## src/rtl/core/gct_pkg.sv

```systemverilog
// Package for the group completion tracker.
// Holds table sizing constants, field widths, result codes and the
// command/status structs shared by the controller and the datapath.
package gct_pkg;

  // Table sizing
  localparam int TABLE_DEPTH = 64;
  localparam int KEY_BITS    = 16;
  localparam int IDX_W       = (TABLE_DEPTH > 1) ? $clog2(TABLE_DEPTH) : 1;
  localparam int CNT_W       = $clog2(TABLE_DEPTH + 1);

  // Port field widths
  localparam int KEY_PORT_W  = 16;
  localparam int SIZE_W      = 4;
  localparam int STATUS_W    = 2;
  localparam int ENTRIES_W   = 7;

  // One table word: key, expected count, arrived count
  localparam int ENT_W       = KEY_BITS + 2 * SIZE_W;

  typedef enum logic [STATUS_W-1:0] {
    ST_WAIT = 2'd0,
    ST_DONE = 2'd1,
    ST_FULL = 2'd2
  } status_t;

  typedef struct packed {
    logic cap;     // latch the arriving word and register the key match
    logic look;    // resolve the slot and read the table
    logic commit;  // update the table and load the result register
  } cmd_t;

  typedef struct packed {
    logic out_busy;  // result register holds a word that is not taken this cycle
  } stat_t;

endpackage

```

## src/rtl/core/gct_in_if.sv

```systemverilog
// Arrival channel: valid/ready handshake with key and size payload.
// Depends on gct_pkg for field widths.
interface gct_in_if;
  logic                             valid;
  logic                             ready;
  logic [gct_pkg::KEY_PORT_W-1:0]   group_key;
  logic [gct_pkg::SIZE_W-1:0]       group_size;

  modport source (output valid, group_key, group_size, input ready);
  modport sink   (input valid, group_key, group_size, output ready);
endinterface

```

## src/rtl/core/gct_out_if.sv

```systemverilog
// Result channel: valid/ready handshake with status, count and occupancy.
// Depends on gct_pkg for field widths.
interface gct_out_if;
  logic                             valid;
  logic                             ready;
  logic [gct_pkg::STATUS_W-1:0]     status;
  logic [gct_pkg::SIZE_W-1:0]       arrived_count;
  logic [gct_pkg::ENTRIES_W-1:0]    entries_in_use;

  modport source (output valid, status, arrived_count, entries_in_use, input ready);
  modport sink   (input valid, status, arrived_count, entries_in_use, output ready);
endinterface

```

## src/rtl/core/gct_ctrl.sv

```systemverilog
// Controller for the group completion tracker: three-state sequencer.
// Depends on gct_pkg; drives commands into gct_dp and reads its status.
module gct_ctrl (
  input  logic            clk,
  input  logic            rst,
  input  logic            in_valid,
  output logic            in_ready,
  input  gct_pkg::stat_t  stat,
  output gct_pkg::cmd_t   cmd
);
  import gct_pkg::*;

  typedef enum logic [2:0] {
    S_IDLE = 3'b001,
    S_LOOK = 3'b010,
    S_UPD  = 3'b100
  } state_t;

  state_t state;
  state_t state_next;

  // Decode commands from the current state; take nothing while in reset
  always_comb begin
    in_ready   = (state == S_IDLE) && !rst;
    cmd.cap    = (state == S_IDLE) && in_valid && !rst;
    cmd.look   = (state == S_LOOK);
    cmd.commit = (state == S_UPD) && !stat.out_busy;
  end

  // Advance through match, lookup and update
  always_comb begin
    state_next = state;
    unique case (state)
      S_IDLE: begin
        if (in_valid) state_next = S_LOOK;
      end
      S_LOOK: begin
        state_next = S_UPD;
      end
      S_UPD: begin
        if (!stat.out_busy) state_next = S_IDLE;
      end
      default: begin
        state_next = S_IDLE;
      end
    endcase
  end

  always_ff @(posedge clk) begin
    if (rst) begin
      state <= S_IDLE;
    end else begin
      state <= state_next;
    end
  end

  // At most one command per cycle
  a_cmd_onehot: assert property (@(posedge clk) disable iff (rst)
    $onehot0({cmd.cap, cmd.look, cmd.commit}))
    else $error("more than one command active");

  // A lookup always follows a capture
  a_cap_then_look: assert property (@(posedge clk) disable iff (rst)
    cmd.cap |=> cmd.look)
    else $error("capture not followed by lookup");

  // Nothing is taken while an item is in flight
  a_no_cap_busy: assert property (@(posedge clk) disable iff (rst)
    cmd.look |=> !cmd.cap)
    else $error("capture during update");

endmodule

```

## src/rtl/core/gct_dp.sv

```systemverilog
// Datapath for the group completion tracker: key match lanes, entry memory,
// open count and result register. Depends on gct_pkg; commanded by gct_ctrl.
module gct_dp (
  input  logic                              clk,
  input  logic                              rst,
  input  gct_pkg::cmd_t                     cmd,
  output gct_pkg::stat_t                    stat,
  input  logic [gct_pkg::KEY_PORT_W-1:0]    group_key,
  input  logic [gct_pkg::SIZE_W-1:0]        group_size,
  output logic                              out_valid,
  input  logic                              out_ready,
  output logic [gct_pkg::STATUS_W-1:0]      status,
  output logic [gct_pkg::SIZE_W-1:0]        arrived_count,
  output logic [gct_pkg::ENTRIES_W-1:0]     entries_in_use
);
  import gct_pkg::*;

  // Entry memory and per-lane key copies used for matching
  logic [ENT_W-1:0]     ent_mem  [TABLE_DEPTH];
  logic [KEY_BITS-1:0]  key_lane [TABLE_DEPTH];

  logic [CNT_W-1:0]       open_count;
  logic [KEY_BITS-1:0]    key_q;
  logic [SIZE_W-1:0]      size_q;
  logic [TABLE_DEPTH-1:0] hit_q;
  logic [TABLE_DEPTH-1:0] hit_next;
  logic [IDX_W-1:0]       slot_q;
  logic                   found_q;
  logic                   full_q;
  logic [ENT_W-1:0]       rd_a;
  logic [ENT_W-1:0]       rd_b;

  logic [KEY_BITS-1:0]    key_in;
  logic [IDX_W-1:0]       hit_idx;
  logic                   found;
  logic                   full;
  logic [IDX_W-1:0]       slot_sel;
  logic [CNT_W-1:0]       cnt_m1;
  logic [IDX_W-1:0]       last_sel;

  logic                   new_entry;
  logic                   track;
  logic [SIZE_W-1:0]      cur_exp;
  logic [SIZE_W-1:0]      cur_arr;
  logic [SIZE_W-1:0]      arr_n;
  logic                   done;
  logic [CNT_W-1:0]       cnt_add;
  logic [CNT_W-1:0]       cnt_new;
  logic [IDX_W-1:0]       last_after;
  logic                   wr_en;
  logic [ENT_W-1:0]       wr_data;
  status_t                res_status;

  // Compare the arriving key against every open lane
  assign key_in = KEY_BITS'(group_key);

  always_comb begin
    for (int i = 0; i < TABLE_DEPTH; i++) begin
      hit_next[i] = (CNT_W'(i) < open_count) && (key_lane[i] == key_in);
    end
  end

  always_ff @(posedge clk) begin
    if (cmd.cap) begin
      key_q  <= key_in;
      size_q <= group_size;
      hit_q  <= hit_next;
    end
  end

  // Encode the single hit into a slot index
  always_comb begin
    hit_idx = '0;
    for (int i = 0; i < TABLE_DEPTH; i++) begin
      if (hit_q[i]) hit_idx = hit_idx | IDX_W'(i);
    end
    found    = |hit_q;
    full     = (open_count == CNT_W'(TABLE_DEPTH));
    slot_sel = found ? hit_idx : open_count[IDX_W-1:0];
    cnt_m1   = open_count - CNT_W'(1);
    last_sel = cnt_m1[IDX_W-1:0];
  end

  always_ff @(posedge clk) begin
    if (cmd.look) begin
      slot_q  <= slot_sel;
      found_q <= found;
      full_q  <= full;
    end
  end

  // Update: bump the count, release on completion, refill the hole; a full-table miss changes nothing
  always_comb begin
    new_entry  = !found_q && !full_q;
    track      = found_q || new_entry;
    cur_exp    = new_entry ? size_q : rd_a[SIZE_W +: SIZE_W];
    cur_arr    = new_entry ? '0 : rd_a[SIZE_W-1:0];
    arr_n      = cur_arr + SIZE_W'(1);
    done       = (arr_n >= cur_exp);
    cnt_add    = open_count + CNT_W'(new_entry);
    cnt_new    = cnt_add;
    last_after = slot_q;
    wr_en      = 1'b0;
    wr_data    = {key_q, cur_exp, arr_n};
    res_status = ST_FULL;
    if (track) begin
      last_after = cnt_m1[IDX_W-1:0];
      if (done) begin
        res_status = ST_DONE;
        cnt_new    = cnt_add - CNT_W'(1);
        // A new entry that completes at once is simply never kept
        wr_en      = cmd.commit && !new_entry && (slot_q != last_after);
        wr_data    = rd_b;
      end else begin
        res_status = ST_WAIT;
        wr_en      = cmd.commit;
      end
    end
  end

  // Entry memory: one write port, two registered read ports
  always_ff @(posedge clk) begin
    if (cmd.look) begin
      rd_a <= ent_mem[slot_sel];
      rd_b <= ent_mem[last_sel];
    end
    if (wr_en) begin
      ent_mem[slot_q] <= wr_data;
    end
  end

  // Key lanes follow every memory write
  always_ff @(posedge clk) begin
    if (wr_en) begin
      key_lane[slot_q] <= wr_data[ENT_W-1 -: KEY_BITS];
    end
  end

  always_ff @(posedge clk) begin
    if (rst) begin
      open_count <= '0;
    end else if (cmd.commit) begin
      open_count <= cnt_new;
    end
  end

  // Result register
  assign stat.out_busy = out_valid && !out_ready;

  always_ff @(posedge clk) begin
    if (rst) begin
      out_valid <= 1'b0;
    end else if (cmd.commit) begin
      out_valid <= 1'b1;
    end else if (out_ready) begin
      out_valid <= 1'b0;
    end
  end

  always_ff @(posedge clk) begin
    if (cmd.commit) begin
      status         <= STATUS_W'(res_status);
      arrived_count  <= track ? arr_n : '0;
      entries_in_use <= ENTRIES_W'(cnt_new);
    end
  end

  // Occupancy never exceeds the table
  a_count_bound: assert property (@(posedge clk) disable iff (rst)
    open_count <= CNT_W'(TABLE_DEPTH))
    else $error("open count beyond table depth");

  // Open keys are unique, so at most one lane hits
  a_hit_unique: assert property (@(posedge clk) disable iff (rst)
    cmd.look |-> $onehot0(hit_q))
    else $error("duplicate key in table");

  // An untracked arrival leaves the table untouched
  a_full_hold: assert property (@(posedge clk) disable iff (rst)
    (cmd.commit && !track) |-> !wr_en && (cnt_new == open_count))
    else $error("table changed on untracked arrival");

endmodule

```

## src/rtl/core/group_completion_tracker_top.sv

```systemverilog
// Top level of the group completion tracker.
// Depends on gct_pkg, gct_in_if, gct_out_if, gct_ctrl and gct_dp.
//
//   channel   dir   fields
//   in_ch     in    group_key[15:0], group_size[3:0]
//   out_ch    out   status[1:0], arrived_count[3:0], entries_in_use[6:0]
//
// Each arrival runs three steps: key match against all open lanes, slot
// resolve with table read, then update. The registered memory read sets this.
// The result word is registered; a stalled output holds the update step.
// Synchronous active-high reset clears the open count; table contents are
// not cleared and need no clearing pass.
module group_completion_tracker_top (
  input  logic       clk,
  input  logic       rst,
  gct_in_if.sink     in_ch,
  gct_out_if.source  out_ch
);
  import gct_pkg::*;

  cmd_t  cmd;
  stat_t stat;

  gct_ctrl u_ctrl (
    .clk      (clk),
    .rst      (rst),
    .in_valid (in_ch.valid),
    .in_ready (in_ch.ready),
    .stat     (stat),
    .cmd      (cmd)
  );

  gct_dp u_dp (
    .clk            (clk),
    .rst            (rst),
    .cmd            (cmd),
    .stat           (stat),
    .group_key      (in_ch.group_key),
    .group_size     (in_ch.group_size),
    .out_valid      (out_ch.valid),
    .out_ready      (out_ch.ready),
    .status         (out_ch.status),
    .arrived_count  (out_ch.arrived_count),
    .entries_in_use (out_ch.entries_in_use)
  );

endmodule
```

## src/flat_wrapper.sv

```systemverilog
// flat-port wrapper written by rule: the top's interface ports become plain ports
module group_completion_tracker_top_flat import gct_pkg::*;
  (clk, rst, in_ch_valid, in_ch_group_key, in_ch_group_size, in_ch_ready, out_ch_valid, out_ch_status, out_ch_arrived_count, out_ch_entries_in_use, out_ch_ready);
  gct_in_if in_ch_i ();
  gct_out_if out_ch_i ();
  input  logic clk;
  input  logic rst;
  input wire logic [$bits(in_ch_i.valid)-1:0] in_ch_valid;
  input wire logic [$bits(in_ch_i.group_key)-1:0] in_ch_group_key;
  input wire logic [$bits(in_ch_i.group_size)-1:0] in_ch_group_size;
  output wire logic [$bits(in_ch_i.ready)-1:0] in_ch_ready;
  output wire logic [$bits(out_ch_i.valid)-1:0] out_ch_valid;
  output wire logic [$bits(out_ch_i.status)-1:0] out_ch_status;
  output wire logic [$bits(out_ch_i.arrived_count)-1:0] out_ch_arrived_count;
  output wire logic [$bits(out_ch_i.entries_in_use)-1:0] out_ch_entries_in_use;
  input wire logic [$bits(out_ch_i.ready)-1:0] out_ch_ready;
  assign in_ch_i.valid = in_ch_valid;
  assign in_ch_i.group_key = in_ch_group_key;
  assign in_ch_i.group_size = in_ch_group_size;
  assign in_ch_ready = in_ch_i.ready;
  assign out_ch_valid = out_ch_i.valid;
  assign out_ch_status = out_ch_i.status;
  assign out_ch_arrived_count = out_ch_i.arrived_count;
  assign out_ch_entries_in_use = out_ch_i.entries_in_use;
  assign out_ch_i.ready = out_ch_ready;
  group_completion_tracker_top u_core (.clk(clk), .rst(rst), .in_ch(in_ch_i), .out_ch(out_ch_i));
endmodule
```

## config.mk

```make
export PLATFORM = sky130hd
export DESIGN_NAME = group_completion_tracker_top_flat
export DESIGN_NICKNAME = d
export VERILOG_FILES = /design/src/rtl/core/gct_pkg.sv /design/src/rtl/core/gct_in_if.sv /design/src/rtl/core/gct_out_if.sv /design/src/rtl/core/gct_ctrl.sv /design/src/rtl/core/gct_dp.sv /design/src/rtl/core/group_completion_tracker_top.sv /design/src/flat_wrapper.sv
export SDC_FILE = /design/constraint.sdc
export NUM_CORES = 2
export LEC_CHECK = 0
export CELL_PAD_IN_SITES_DETAIL_PLACEMENT = 0
export CELL_PAD_IN_SITES_GLOBAL_PLACEMENT = 1
export CORE_ASPECT_RATIO = 1.5
export CORE_MARGIN = 4
export CORE_UTILIZATION = 59
export CTS_BUF_LIST = sky130_fd_sc_hd__clkbuf_16
export DETAILED_ROUTE_END_ITERATION = 16
export DONT_BUFFER_PORTS = 1
export PLACE_DENSITY = 0.86
export RECOVER_POWER = 50
export SYNTH_ARGS = -nofsm -noshare
export SYNTH_HDL_FRONTEND = slang
export SYNTH_SLANG_ARGS = --single-unit
```

## constraint.sdc

```tcl
create_clock -name clk -period 12.2 [get_ports clk]
set_input_delay 1.83 -clock clk [delete_from_list [all_inputs] [get_ports clk]]
set_output_delay 1.83 -clock clk [all_outputs]
set_load 0.005 [all_outputs]
```

==> impl_results.md <==
* Number of flops mapped to enable cells by yosys at ~1700
* Core area at 136000 um2
* WL final at 285 mm
* Post-CTS Setup Repair Bufs at 0
* Largest net degree at the start of global routing at roughly 150
* Share of the synthesized area in the top cell type at 62.1%
* Worst Setup Path Type: register to register
* Clock slew at the register clock pins of the worst setup and hold paths at about 70 ps
* Syn_area_per_cell at about 16 um2
* Max-slew violation count at 1077
* Die W at 310 um
* Finished layout cell area at 88200 um2
* Cell taking the most area after synthesis: edfxtp_1
* Cell with the most instances after synthesis: edfxtp_1
* Starting Density at 59.3%
* Final setup viols at 0
* Placed instance area at 83400 um2
* Synth cell types at between 60 and 70
* #FFs+latches synth at between 1500 and 2000
* GRT Overall Usage at between 40% and 50%
* Final worst path period need at 9280 ps
* Post-CTS sizing at 0
* Layout net count at 5177
* Measured slew at the worst slew-check pin at 4610 ps
* Layout cells sized above 1 at 18.0%
* Die Footprint at 143000 um2
* FP Rows at between 150 and 200
* CP Capture Type: register
* Highest Clock Rate at around 110 MHz
* # DRC at 0
* Period utilization at 76.1%
* Final hold vios at 0
* Hold WC Path Type: register to register
* WP data arrival at between 9000 and 10000 ps
* Skew final at 30.0 ps
* Max_slew headroom at -207%
* Pre-Repair DR Iteration Count at 6
* Kind of start point of the critical path: register
* DRT antenna net count at 0
* Core Util, Final at 64.6%
* Power consumption at 0.0116 W
* Vias in the first global route at 50300
* Post-synth ARST share at 0%
* Max Cap Violations at 25
* Htree depth at 4
* Worst-path maximum fanout at 130
* Wire per inst at 40.5 um
* Worst EP required at roughly 13000 ps
* Die Span Y at 462 um
* CTS Buf Count at 154
* Post-synth top cells: edfxtp_1, xor2_1, nand2_1, mux4_2, xnor2_1
* Syn_nets at 5211
* Grt ovf at 0
* First-pass GRT wire length at 392 mm
* Largest cells by area after synthesis: edfxtp_1, mux4_2, xor2_1
* Clock Latency Late Sink at approximately 820 ps
* TritonCTS clock tree: built
* Detailed Place HPWL at 186 mm
* Area Growth Syn to Fin at 9.00%
* Syn Inst Count at 5178
* Setup TNS at 0 ps
* Longest Clk Path Bufs at 3
* Min Hold Slack at 547 ps
* Static leakage at ~27 nW
* Syn. warnings at 0
* Main flop type after synthesis: edfxtp_1
* Initial antenna violation count at 24
* Sequential area share after synthesis at ~62%
* Hold-fix buffers at CTS at 0
* Clock sink count at 1684
* Unrepaired setup endpoints after global routing: false
* Via count at just over 50000
* Number of port buffers at 0
* Initial DRC Count at between 8000 and 9000
* Violated checks: max-capacitance violations, max-slew violations
* Vias per inst at 7.35
* Peak VDD IR at 0.000134 V
* Status: finished, violations left
* Root Driver: clkbuf_16
* Boundary Pins at 39
* Syn Std Cell Area at 80900 um2
* Gp weighted congestion at about 1.0
* Power density cells at 132 nW/um2
layer usage:
layer	wire length (um)	vias up	global-route usage (%)	part of all wire, %
li1	-	20100	-	-
met1	86900	26300	47.0	30
met2	134000	4175	63.1	47
met5	69	-	0	0.024
met3	29600	1119	7.41	10
met4	34700	10	36.9	12
cell type report:
type                            instances  area (um2)
Sequential cell                      1684       50500
Multi-Input combinational cell       3137       29400
Inverter                               11        47.5
Antenna cell                           13        32.5
Fill cell                            9438       48200
Timing Repair Buffer                  156        1140
Clock inverter                        120         936
Tap cell                             1764        2210
Clock buffer                          161        4030
power breakdown:
group	switching (W)	total (W)	internal [W]	leakage [nW]
registers	0.00000870	0.00640	0.00640	15.2
clock network	0.00221	0.00488	0.00267	2.54
logic	0.000247	0.000351	0.000103	9.60
cell usage in the layout, fill, tap and decap left out, types with 9 or more instances in the layout:
master     Yosys  layout
a311oi_1      40      38
inv_1          6      34
nor4_1       241     242
mux2i_1       15      15
a31oi_1       73      73
nand2b_1       9       9
clkinv_1       3      33
ha_1           9       9
nand2_1      523     520
a21oi_1       49      46
and3_1        34      34
and2_1        23      18
nor3_1        25      24
a221oi_1      16      16
o21ai_0       22      22
a32o_1         9       9
nand4_1      121     121
o2111ai_1      9       9
nor2_2         0      55
xor2_1       754     753
dfxtp_1       11      10
diode_2        0      13
nor2b_1       10       9
xnor2_1      293     290
clkbuf_1     240      28
bufinv_16      0      13
a32oi_1       22      22
a22oi_1       10      10
nand3_1      107     107
edfxtp_1    1673    1673
mux4_2       504     504
clkinv_2       0      32
nor2_1       136      80
buf_4          2     122
a211oi_1      14      14
clkbuf_16      0     161
metrics by stage:
step | setup WS (ps) | instances
6_report | 2920 | 7046
2_1_floorplan | 7240 | 5178
5_1_grt | 2800 | 7039
3_5_place_dp | 5530 | 6752
3_3_place_gp | 5460 | 6752
4_1_cts | 5490 | 7033
worst max-delay path, stage by stage (launching register included):
cell        delay, ps
edfxtp_1          410
nor4_1            740
nand4_1           260
nor2_1            180
buf_4             400
a21boi_4          270
buf_12            490
clkinvlp_2       2930
buf_4            1310
nand2_1           160
nand3_1            80
a22oi_1           960
nand4_1           190
or4_1             430
worst paths after layout:
kind                                           startpoint                        end  slack (ps)  depth (start not counted)
worst max-delay path                u_core.u_dp.hit_q[27]        u_core.u_dp.rd_a[6]        2920                         13
worst min-delay path            u_core.u_dp.open_count[3]  u_core.u_dp.open_count[3]         550                          2
worst max register to register      u_core.u_dp.hit_q[27]        u_core.u_dp.rd_a[6]        2920                         13
worst min register to register  u_core.u_dp.open_count[3]  u_core.u_dp.open_count[3]         550                          2
cells by family after synthesis:
family          synth area share, %
simple gates                   7.65
flops                          62.4
xor+xnor                       11.3
compound gates                 2.55
fa+ha+maj                     0.139
mux                            14.3
buf+inv                        1.71
registers in the layout (all words and copies together), names as in the netlist, 2 cells and up:
| name | count |
|---|---|
| u_core.u_dp.arrived_count | 4 |
| u_core.u_dp.key_lane | 61 |
| u_core.u_dp.hit_q | 64 |
| u_core.u_dp.open_count | 7 |
| u_core.u_dp.size_q | 4 |
| u_core.u_dp.key_q | 16 |
| u_core.u_dp.entries_in_use | 7 |
| u_core.u_dp.rd_b | 24 |
| u_core.u_dp.rd_a | 8 |
| u_core.u_ctrl.state | 3 |
| u_core.u_dp.slot_q | 6 |
| u_core.u_dp.ent_mem | 1475 |
| u_core.u_dp.status | 2 |
(Power assumes the default switching activity.)
